--- config.mk ---
export PLATFORM = sky130hd
export DESIGN_NAME = murmur_style_block_hash_128_core
export DESIGN_NICKNAME = d
export VERILOG_FILES = /design/src/design/mmh_pkg.sv /design/src/design/mmh_mul.sv /design/src/design/mmh_dp.sv /design/src/design/mmh_ctrl.sv /design/src/design/murmur_style_block_hash_128_core.sv
export SDC_FILE = /design/constraint.sdc
export NUM_CORES = 2
export LEC_CHECK = 0
export BUFFER_PORTS_ARGS = -buffer_cell sky130_fd_sc_hd__buf_2
export CAP_MARGIN = 20
export CORE_AREA = 2 2 534 536
export CTS_CLUSTER_DIAMETER = 200
export DETAILED_ROUTE_END_ITERATION = 10
export DIE_AREA = 0 0 536 538
export GPL_ROUTABILITY_DRIVEN = 0
export PLACE_DENSITY_LB_ADDON = 0.1
export SETUP_SLACK_MARGIN = 0.3
export SYNTH_ARGS = -nofsm -noshare
export SYNTH_HDL_FRONTEND = slang
export SYNTH_HIERARCHICAL = 1
export SYNTH_SLANG_ARGS = --single-unit
--- constraint.sdc ---
create_clock -name clk -period 20.1 [get_ports clk]
set_input_delay 4.02 -clock clk [delete_from_list [all_inputs] [get_ports clk]]
set_output_delay 4.02 -clock clk [all_outputs]
set_load 0.1 [all_outputs]
--- src/design/mmh_pkg.sv ---
`default_nettype none

package mmh_pkg;

  // Mixing and reduction constants
  localparam logic [63:0] MIX_MULT       = 64'hc6a4a7935bd1e995;
  localparam int unsigned MIX_SHIFT      = 47;
  localparam logic [63:0] RED_MULT       = 64'h27d4eb2f165667c5;
  localparam logic [63:0] RED_ADD        = 64'h9e3779b97f4a7c15;
  localparam int unsigned RED_SHL        = 6;
  localparam int unsigned RED_SHR        = 2;
  localparam logic [63:0] SEED_LOW_RESET = 64'hc2b2ae3d27d4eb4f;
  localparam logic [63:0] SEED_HIGH_RESET = 64'h0;

  // Configuration register indexes
  localparam logic CFG_SEED_LOW  = 1'b0;
  localparam logic CFG_SEED_HIGH = 1'b1;

  // Bytes in one chunk
  localparam int unsigned CHUNK_BYTES = 16;

  // Partial products of a 128x64 multiply, mod 2^128: steps 0..6
  localparam logic [2:0] MUL_LAST_STEP = 3'd7;

  typedef enum logic [3:0] {
    ST_IDLE,
    ST_CHECK,
    ST_SEED,
    ST_SEED_W,
    ST_K1,
    ST_K1_W,
    ST_K2,
    ST_K2_W,
    ST_ACC,
    ST_ACC_W,
    ST_FIN,
    ST_FIN_W,
    ST_RED,
    ST_RED_W,
    ST_OUT
  } state_t;

  // Multiplier operand sources
  typedef enum logic [2:0] {
    XS_LEN,
    XS_CHUNK,
    XS_XSH_P,
    XS_ACC_XOR_P,
    XS_XSH_ACC,
    XS_HASH_HI
  } x_src_t;

  typedef enum logic {
    CS_MIX,
    CS_RED
  } c_sel_t;

  typedef struct packed {
    logic   item_load;
    logic   mul_start;
    x_src_t x_src;
    c_sel_t c_sel;
    logic   acc_seed;
    logic   acc_prod;
    logic   hash_load;
    logic   out_load;
  } dp_cmd_t;

  typedef struct packed {
    logic first;
    logic last;
    logic has_bytes;
    logic mul_done;
    logic out_free;
  } dp_status_t;

  // v ^ (v >> 47) on 128 bits
  function automatic logic [127:0] xor_shift(input logic [127:0] v);
    return v ^ (v >> MIX_SHIFT);
  endfunction

  // 32-bit word of the 128-bit operand used at a multiply step
  function automatic logic [1:0] pp_x_word(input logic [2:0] step);
    logic [1:0] w;
    unique case (step)
      3'd0, 3'd1: w = 2'd0;
      3'd2, 3'd3: w = 2'd1;
      3'd4, 3'd5: w = 2'd2;
      3'd6:       w = 2'd3;
      default:    w = 2'd0;
    endcase
    return w;
  endfunction

  // 32-bit word of the 64-bit constant used at a multiply step
  function automatic logic pp_c_word(input logic [2:0] step);
    logic w;
    unique case (step)
      3'd1, 3'd3, 3'd5: w = 1'b1;
      default:          w = 1'b0;
    endcase
    return w;
  endfunction

endpackage

`default_nettype wire

--- src/design/mmh_mul.sv ---
`default_nettype none

// Sequential 128x64 multiply mod 2^128: one 32x32 partial product per cycle,
// registered, then added into the running sum the next cycle.
module mmh_mul (
  input  logic         clk,
  input  logic         rst,
  input  logic         start,
  input  logic [127:0] x,
  input  logic [63:0]  c,
  output logic         done,
  output logic [127:0] prod
);

  logic         busy;
  logic [2:0]   cnt;
  logic [127:0] x_r;
  logic [63:0]  c_r;
  logic [63:0]  pp;
  logic [1:0]   pp_sh;
  logic [127:0] sum;

  logic [1:0]   xi;
  logic         cj;
  logic [31:0]  xw;
  logic [31:0]  cw;
  logic [63:0]  pp_next;
  logic [1:0]   pp_sh_next;

  // Operand word selection for this step
  always_comb begin
    xi         = mmh_pkg::pp_x_word(cnt);
    cj         = mmh_pkg::pp_c_word(cnt);
    xw         = x_r[{xi, 5'b0} +: 32];
    cw         = c_r[{cj, 5'b0} +: 32];
    pp_next    = xw * cw;
    pp_sh_next = xi + {1'b0, cj};
  end

  // Step control
  always_ff @(posedge clk) begin
    if (rst) begin
      busy <= 1'b0;
      cnt  <= 3'd0;
      done <= 1'b0;
    end else begin
      done <= busy && (cnt == mmh_pkg::MUL_LAST_STEP);
      if (start) begin
        busy <= 1'b1;
        cnt  <= 3'd0;
      end else if (busy) begin
        cnt <= cnt + 3'd1;
        if (cnt == mmh_pkg::MUL_LAST_STEP) begin
          busy <= 1'b0;
        end
      end
    end
  end

  // Product register and accumulate
  always_ff @(posedge clk) begin
    if (start) begin
      x_r <= x;
      c_r <= c;
      sum <= '0;
    end else if (busy) begin
      if (cnt != mmh_pkg::MUL_LAST_STEP) begin
        pp    <= pp_next;
        pp_sh <= pp_sh_next;
      end
      if (cnt != 3'd0) begin
        sum <= sum + ({64'b0, pp} << {pp_sh, 5'b0});
      end
    end
  end

  assign prod = sum;

endmodule

`default_nettype wire

--- src/design/mmh_dp.sv ---
`default_nettype none

module mmh_dp #(
  parameter int LENGTH_BITS = 32
) (
  input  logic                       clk,
  input  logic                       rst,
  input  logic                       cfg_we,
  input  logic                       cfg_index,
  input  logic [63:0]                cfg_data,
  input  logic [63:0]                chunk_low,
  input  logic [63:0]                chunk_high,
  input  logic [4:0]                 valid_bytes,
  input  logic [LENGTH_BITS-1:0]     total_length,
  input  logic                       first,
  input  logic                       last,
  input  mmh_pkg::dp_cmd_t           cmd,
  output mmh_pkg::dp_status_t        status,
  output logic                       out_valid,
  input  logic                       out_ready,
  output logic [63:0]                hash_low,
  output logic [63:0]                hash_high,
  output logic [63:0]                reduced
);

  logic [63:0]            seed_low;
  logic [63:0]            seed_high;
  logic [127:0]           chunk_r;
  logic [LENGTH_BITS-1:0] len_r;
  logic                   first_r;
  logic                   last_r;
  logic                   has_bytes_r;
  logic [127:0]           acc;
  logic [127:0]           hash;

  logic [4:0]             nb_sat;
  logic [127:0]           byte_mask;
  logic [127:0]           mul_x;
  logic [63:0]            mul_c;
  logic                   mul_done;
  logic [127:0]           mul_p;
  logic [63:0]            red_sum;

  // Zero-pad past the valid byte count, counts above 16 taken as 16
  always_comb begin
    nb_sat = (valid_bytes > 5'(mmh_pkg::CHUNK_BYTES)) ? 5'(mmh_pkg::CHUNK_BYTES)
                                                      : valid_bytes;
    for (int b = 0; b < mmh_pkg::CHUNK_BYTES; b++) begin
      byte_mask[8*b +: 8] = (5'(b) < nb_sat) ? 8'hff : 8'h00;
    end
  end

  // Multiplier operand selection
  always_comb begin
    unique case (cmd.x_src)
      mmh_pkg::XS_LEN:       mul_x = 128'(len_r);
      mmh_pkg::XS_CHUNK:     mul_x = chunk_r;
      mmh_pkg::XS_XSH_P:     mul_x = mmh_pkg::xor_shift(mul_p);
      mmh_pkg::XS_ACC_XOR_P: mul_x = acc ^ mul_p;
      mmh_pkg::XS_XSH_ACC:   mul_x = mmh_pkg::xor_shift(acc);
      mmh_pkg::XS_HASH_HI:   mul_x = {64'b0, hash[127:64]};
      default:               mul_x = '0;
    endcase
    mul_c = (cmd.c_sel == mmh_pkg::CS_RED) ? mmh_pkg::RED_MULT : mmh_pkg::MIX_MULT;
  end

  mmh_mul u_mul (
    .clk   (clk),
    .rst   (rst),
    .start (cmd.mul_start),
    .x     (mul_x),
    .c     (mul_c),
    .done  (mul_done),
    .prod  (mul_p)
  );

  // Seed registers
  always_ff @(posedge clk) begin
    if (rst) begin
      seed_low  <= mmh_pkg::SEED_LOW_RESET;
      seed_high <= mmh_pkg::SEED_HIGH_RESET;
    end else if (cfg_we) begin
      if (cfg_index == mmh_pkg::CFG_SEED_LOW) begin
        seed_low <= cfg_data;
      end else begin
        seed_high <= cfg_data;
      end
    end
  end

  // Request capture
  always_ff @(posedge clk) begin
    if (cmd.item_load) begin
      chunk_r     <= {chunk_high, chunk_low} & byte_mask;
      len_r       <= total_length;
      first_r     <= first;
      last_r      <= last;
      has_bytes_r <= (valid_bytes != 5'd0);
    end
  end

  // Accumulator and finished hash
  always_ff @(posedge clk) begin
    if (rst) begin
      acc <= '0;
    end else if (cmd.acc_seed) begin
      acc <= {seed_high, seed_low} ^ mul_p;
    end else if (cmd.acc_prod) begin
      acc <= mul_p;
    end
  end

  always_ff @(posedge clk) begin
    if (cmd.hash_load) begin
      hash <= mmh_pkg::xor_shift(mul_p);
    end
  end

  // Reduction: product low half holds hash_high * RED_MULT
  assign red_sum = mul_p[63:0] + mmh_pkg::RED_ADD
                 + (hash[63:0] << mmh_pkg::RED_SHL) + (hash[63:0] >> mmh_pkg::RED_SHR);

  // Output register
  always_ff @(posedge clk) begin
    if (rst) begin
      out_valid <= 1'b0;
    end else if (cmd.out_load) begin
      out_valid <= 1'b1;
    end else if (out_ready) begin
      out_valid <= 1'b0;
    end
  end

  always_ff @(posedge clk) begin
    if (cmd.out_load) begin
      hash_low  <= hash[63:0];
      hash_high <= hash[127:64];
      reduced   <= hash[63:0] ^ red_sum;
    end
  end

  always_comb begin
    status.first     = first_r;
    status.last      = last_r;
    status.has_bytes = has_bytes_r;
    status.mul_done  = mul_done;
    status.out_free  = !out_valid || out_ready;
  end

endmodule

`default_nettype wire

--- src/design/mmh_ctrl.sv ---
`default_nettype none

module mmh_ctrl (
  input  logic                clk,
  input  logic                rst,
  input  logic                in_valid,
  output logic                in_ready,
  input  mmh_pkg::dp_status_t status,
  output mmh_pkg::dp_cmd_t    cmd
);

  mmh_pkg::state_t state;
  mmh_pkg::state_t state_next;
  logic            in_message;
  logic            in_message_next;

  // State registers
  always_ff @(posedge clk) begin
    if (rst) begin
      state      <= mmh_pkg::ST_IDLE;
      in_message <= 1'b0;
    end else begin
      state      <= state_next;
      in_message <= in_message_next;
    end
  end

  // Next state and datapath commands
  always_comb begin
    state_next      = state;
    in_message_next = in_message;
    in_ready        = 1'b0;
    cmd             = '0;
    cmd.x_src       = mmh_pkg::XS_LEN;
    cmd.c_sel       = mmh_pkg::CS_MIX;

    unique case (state)
      mmh_pkg::ST_IDLE: begin
        in_ready = 1'b1;
        if (in_valid) begin
          cmd.item_load = 1'b1;
          state_next    = mmh_pkg::ST_CHECK;
        end
      end
      mmh_pkg::ST_CHECK: begin
        priority if (status.first) begin
          in_message_next = 1'b1;
          state_next      = mmh_pkg::ST_SEED;
        end else if (!in_message) begin
          state_next = mmh_pkg::ST_IDLE;
        end else if (status.has_bytes) begin
          state_next = mmh_pkg::ST_K1;
        end else if (status.last) begin
          state_next = mmh_pkg::ST_FIN;
        end else begin
          state_next = mmh_pkg::ST_IDLE;
        end
      end
      // Seed ^ (length * M)
      mmh_pkg::ST_SEED: begin
        cmd.mul_start = 1'b1;
        cmd.x_src     = mmh_pkg::XS_LEN;
        state_next    = mmh_pkg::ST_SEED_W;
      end
      mmh_pkg::ST_SEED_W: begin
        if (status.mul_done) begin
          cmd.acc_seed = 1'b1;
          priority if (status.has_bytes) begin
            state_next = mmh_pkg::ST_K1;
          end else if (status.last) begin
            state_next = mmh_pkg::ST_FIN;
          end else begin
            state_next = mmh_pkg::ST_IDLE;
          end
        end
      end
      // k *= M
      mmh_pkg::ST_K1: begin
        cmd.mul_start = 1'b1;
        cmd.x_src     = mmh_pkg::XS_CHUNK;
        state_next    = mmh_pkg::ST_K1_W;
      end
      mmh_pkg::ST_K1_W: begin
        if (status.mul_done) begin
          state_next = mmh_pkg::ST_K2;
        end
      end
      // k ^= k >> 47; k *= M
      mmh_pkg::ST_K2: begin
        cmd.mul_start = 1'b1;
        cmd.x_src     = mmh_pkg::XS_XSH_P;
        state_next    = mmh_pkg::ST_K2_W;
      end
      mmh_pkg::ST_K2_W: begin
        if (status.mul_done) begin
          state_next = mmh_pkg::ST_ACC;
        end
      end
      // acc = (acc ^ k) * M
      mmh_pkg::ST_ACC: begin
        cmd.mul_start = 1'b1;
        cmd.x_src     = mmh_pkg::XS_ACC_XOR_P;
        state_next    = mmh_pkg::ST_ACC_W;
      end
      mmh_pkg::ST_ACC_W: begin
        if (status.mul_done) begin
          cmd.acc_prod = 1'b1;
          state_next   = status.last ? mmh_pkg::ST_FIN : mmh_pkg::ST_IDLE;
        end
      end
      // Finalization: xor-shift, multiply, xor-shift
      mmh_pkg::ST_FIN: begin
        cmd.mul_start = 1'b1;
        cmd.x_src     = mmh_pkg::XS_XSH_ACC;
        state_next    = mmh_pkg::ST_FIN_W;
      end
      mmh_pkg::ST_FIN_W: begin
        if (status.mul_done) begin
          cmd.hash_load = 1'b1;
          state_next    = mmh_pkg::ST_RED;
        end
      end
      // High half times the reduction multiplier
      mmh_pkg::ST_RED: begin
        cmd.mul_start = 1'b1;
        cmd.x_src     = mmh_pkg::XS_HASH_HI;
        cmd.c_sel     = mmh_pkg::CS_RED;
        state_next    = mmh_pkg::ST_RED_W;
      end
      mmh_pkg::ST_RED_W: begin
        if (status.mul_done) begin
          state_next = mmh_pkg::ST_OUT;
        end
      end
      // Wait for a free output register
      mmh_pkg::ST_OUT: begin
        if (status.out_free) begin
          cmd.out_load    = 1'b1;
          in_message_next = 1'b0;
          state_next      = mmh_pkg::ST_IDLE;
        end
      end
      default: begin
        state_next = mmh_pkg::ST_IDLE;
      end
    endcase
  end

endmodule

`default_nettype wire

--- src/design/murmur_style_block_hash_128_core.sv ---
// Streaming 128-bit block hash. Messages enter as 16-byte little-endian
// chunks on the in_valid/in_ready channel; the first chunk carries the total
// length, the last one closes the message and yields one result (128-bit
// hash plus 64-bit reduction) on the out_valid/out_ready channel.
// Seeds are written through cfg_we/cfg_index/cfg_data while idle; the user
// must keep to this, as the block itself does not enforce it. All multiplies
// run through one shared 32x32 multiplier: each 128x64 multiply takes 7
// partial products. A middle chunk with data needs 3 multiplies, a first adds
// 1, a last adds 2.
// The result sits in an output register; the block takes new requests while
// it waits, and only stalls on a further last chunk while that register is
// still full. Reset clears the open message, the output valid and restores
// the seed reset values.
`default_nettype none

module murmur_style_block_hash_128_core #(
  parameter int LENGTH_BITS = 32
) (
  input  logic                   clk,
  input  logic                   rst,
  input  logic                   cfg_we,
  input  logic                   cfg_index,
  input  logic [63:0]            cfg_data,
  input  logic                   in_valid,
  output logic                   in_ready,
  input  logic [63:0]            chunk_low,
  input  logic [63:0]            chunk_high,
  input  logic [4:0]             valid_bytes,
  input  logic [LENGTH_BITS-1:0] total_length,
  input  logic                   first,
  input  logic                   last,
  output logic                   out_valid,
  input  logic                   out_ready,
  output logic [63:0]            hash_low,
  output logic [63:0]            hash_high,
  output logic [63:0]            reduced
);

  mmh_pkg::dp_cmd_t    cmd;
  mmh_pkg::dp_status_t status;

  mmh_ctrl u_ctrl (
    .clk      (clk),
    .rst      (rst),
    .in_valid (in_valid),
    .in_ready (in_ready),
    .status   (status),
    .cmd      (cmd)
  );

  mmh_dp #(
    .LENGTH_BITS (LENGTH_BITS)
  ) u_dp (
    .clk          (clk),
    .rst          (rst),
    .cfg_we       (cfg_we),
    .cfg_index    (cfg_index),
    .cfg_data     (cfg_data),
    .chunk_low    (chunk_low),
    .chunk_high   (chunk_high),
    .valid_bytes  (valid_bytes),
    .total_length (total_length),
    .first        (first),
    .last         (last),
    .cmd          (cmd),
    .status       (status),
    .out_valid    (out_valid),
    .out_ready    (out_ready),
    .hash_low     (hash_low),
    .hash_high    (hash_high),
    .reduced      (reduced)
  );

endmodule

`default_nettype wire
==> impl_metrics.ini <==
[status]
outcome = finished clean

[cts]
numCtsBuffers = 143
cts_buffer_depth = 4
postCtsHoldBufs = 0
cts.sink_count = 1136
htree_num_levels = 4
cts_resized = 0
worstSkewPairLatency_ps = 850
cts-root-buf = clkbuf_16
cts_tree = done
post_cts_buffers = 0
clk_pin_slew_ps = 60

[die]
fp.dieH_um = 538
die-area_mm2 = 0.288
row_count = 196
die_w_um = 536
num_io_pins = 431
coreArea_mm2 = 0.283
start_util_pct = 33.8

[timing]
whs_ps = 464
hold_viol_final = 0
worst_pin_slew_ps = 1390
period_needed_ps = 10820
rsz0062_at_grt = false
final.setup.tns_ps = 0
relSlewSlack_pct = 7.06
setup_viol = 0
finalMaxSlewViolations = 0
min_period_over_period_pct = 53.8
fmax_ghz = 0.0924
clock_skew_ps = 81.4

[synthesis]
synth_cells = 10300
netlist_top_cells_count = nand2_1, inv_1, nor2_1
synth_async_sr_flop_share_pct = 0
synth_top_area_share_pct = 23.2
synth_cell_type_count = 118
yosysTopAreaCell = edfxtp_1
ys_seq_elements = 1136
synth_area_leaders = edfxtp_1, fa_1, dfxtp_1, ha_1, nand2_1
syn_area_mm2 = 0.0958
ys_warn_count = 6
synth_edf_count = 741
ys_seq_area_share_pct = 31.5
synth_most_common_cell = nand2_1
synth-main-ff-cell = edfxtp_1
avgSynthCellArea_um2 = 9.28

[critical_path]
r2r-end = u_dp/u_mul/pp[58]$_DFFE_PP_
crit_family = adder cells
path_max_fanout = 57
r2r_slack_ps = 9280
worstPathArrival_ps = 11400
cp_num_buf_inv = 6
crit_path_start_kind = flip-flop
timing.rr.start = u_dp/u_mul/cnt[0]$_SDFFE_PP0P_
crit_type = reg2reg
end_kind = flip-flop
slowest_delay_ps = 840
cp.required_ps = 20690
r2r_cells = 29
crit_start = u_dp/u_mul/cnt[0]$_SDFFE_PP0P_
cp_common_cell = fa_1
cpMaxStageDelayCell = o21a_1

[detailed_routing]
first_iter_violations = 10400
num_vias = 82700
via_per_inst = 5.74
ant_nets = 0
wl_per_cell_um = 31.9
drt-pass1-iter-count = 8
drcViolationCount = 0
totalWireLength_mm = 460

[placement]
hpwl_mm = 351
io_buffers = 430

[final_layout]
nNetsFinal = 12300
synthToLayoutAreaGrowth_pct = 11.9
drive_gt1_share_pct = 10.3

[global_route]
track_usage_pct = 31.2
grt_pass1_vias = 80600
antenna_found_initial = 52
globalRouteOverflowTotal = 0
grt_pass1_wl_mm = 634
grt_max_degree = 203

[hold_path]
hold_depth = 0
hold_start = u_dp/hash[67]$_DFFE_PP_
min_path_type = reg2reg
holdPathEnd = u_dp/hash_high[3]$_DFFE_PP_

[flow_run]
cap_viol_max_count = 0
[flip-flops by register name (all words and copies together), names as in the netlist]
register	flops
u_ctrl/in_message	1
u_dp/acc	128
u_dp/hash_high	64
u_dp/has_bytes_r	1
u_dp/u_mul/done	1
u_dp/hash	128
u_dp/seed_high	64
u_dp/len_r	32
u_dp/u_mul/c_r	64
u_dp/reduced	64
u_dp/u_mul/cnt	3
u_dp/seed_low	64
u_dp/u_mul/busy	1
u_dp/u_mul/pp	64
u_dp/hash_low	64
u_dp/chunk_r	128
u_dp/u_mul/prod	128
u_dp/u_mul/pp_sh	2
u_dp/u_mul/x_r	128
u_dp/out_valid	1
u_dp/first_r	1
u_ctrl/state	4
u_dp/last_r	1
[area by class of cell]
cell class,instances,area [um^2]
diodes,8,20.0
clock buffers,191,3970
clock inverters,68,618
fillers,28800,176000
inverters,1191,4480
multi-input cells,7408,59300
flip-flops and latches,1136,30200
well taps,3762,4710
repair buffers,658,3940
[stage by stage]
| stage | instances | utilization [%] | setup slack (ps) | cell area [um^2] |
|---|---|---|---|---|
| 3_3_place_gp | 14100 | 36.2 | 9560 | 102000 |
| 6_report | 14400 | 37.8 | 9280 | 107000 |
| 3_5_place_dp | 14200 | 36.2 | 9390 | 103000 |
| 5_1_grt | 14400 | 37.8 | 8700 | 107000 |
| 4_1_cts | 14400 | 37.8 | 9350 | 107000 |
| 2_1_floorplan | 10400 | - | 4150 | 95900 |
[per-layer routing]
metal  part of all wire, %  GRT usage [%]  vias up
li1                      -              -    35100
met1                    42           42.6    41600
met2                    41           44.8     4996
met3                    11           9.09     1024
met4                   6.0           15.2       36
met5                 0.047              0        -
[worst max-delay path by stage]
| stage | to | slack (ps) | cells after the start |
|---|---|---|---|
| after floorplan | u_dp/u_mul/pp[0]$_DFFE_PP_ | 4150 | 7 |
| after global placement | u_dp/u_mul/pp[58]$_DFFE_PP_ | 9560 | 29 |
| after detailed placement | u_dp/u_mul/pp[58]$_DFFE_PP_ | 9390 | 29 |
| after CTS | u_dp/u_mul/pp[58]$_DFFE_PP_ | 9350 | 29 |
| after global routing | u_dp/u_mul/pp[58]$_DFFE_PP_ | 8700 | 29 |
| final | u_dp/u_mul/pp[58]$_DFFE_PP_ | 9280 | 29 |
[cells by family after synthesis]
kind of cell,count (synthesis),share of synthesized area [%]
xor+xnor,392,3.58
compound gates,2148,14.6
other cells,2,0.00784
simple gates,3202,14.6
flops,1136,31.5
fa+ha+maj,1481,26.8
mux,150,1.61
buf+inv,1812,7.31
[cells in the final DEF, fill, tap and decap left out, drive strengths merged, types with 58 or more instances in the layout]
cell / synthesis / routed
nand2: 1304 / 1304
inv: 1190 / 1199
nor2: 1112 / 1112
fa: 954 / 954
a21oi: 779 / 779
edfxtp: 741 / 741
buf: 99 / 657
ha: 527 / 527
dfxtp: 395 / 395
o21ai: 368 / 368
xnor2: 209 / 209
clkbuf: 519 / 192
xor2: 183 / 183
a31oi: 166 / 166
a21o: 163 / 163
nand2b: 146 / 146
nor2b: 122 / 122
mux2i: 118 / 118
nand3: 112 / 112
nand4: 110 / 110
a221o: 83 / 83
and2: 79 / 79
o21a: 66 / 66
a22oi: 64 / 64
o21bai: 64 / 64
nor3: 58 / 58
Power is left out: the tool's default activity adds up to more than one toggle a clock period on the data nets, which glitch-free logic cannot reach.
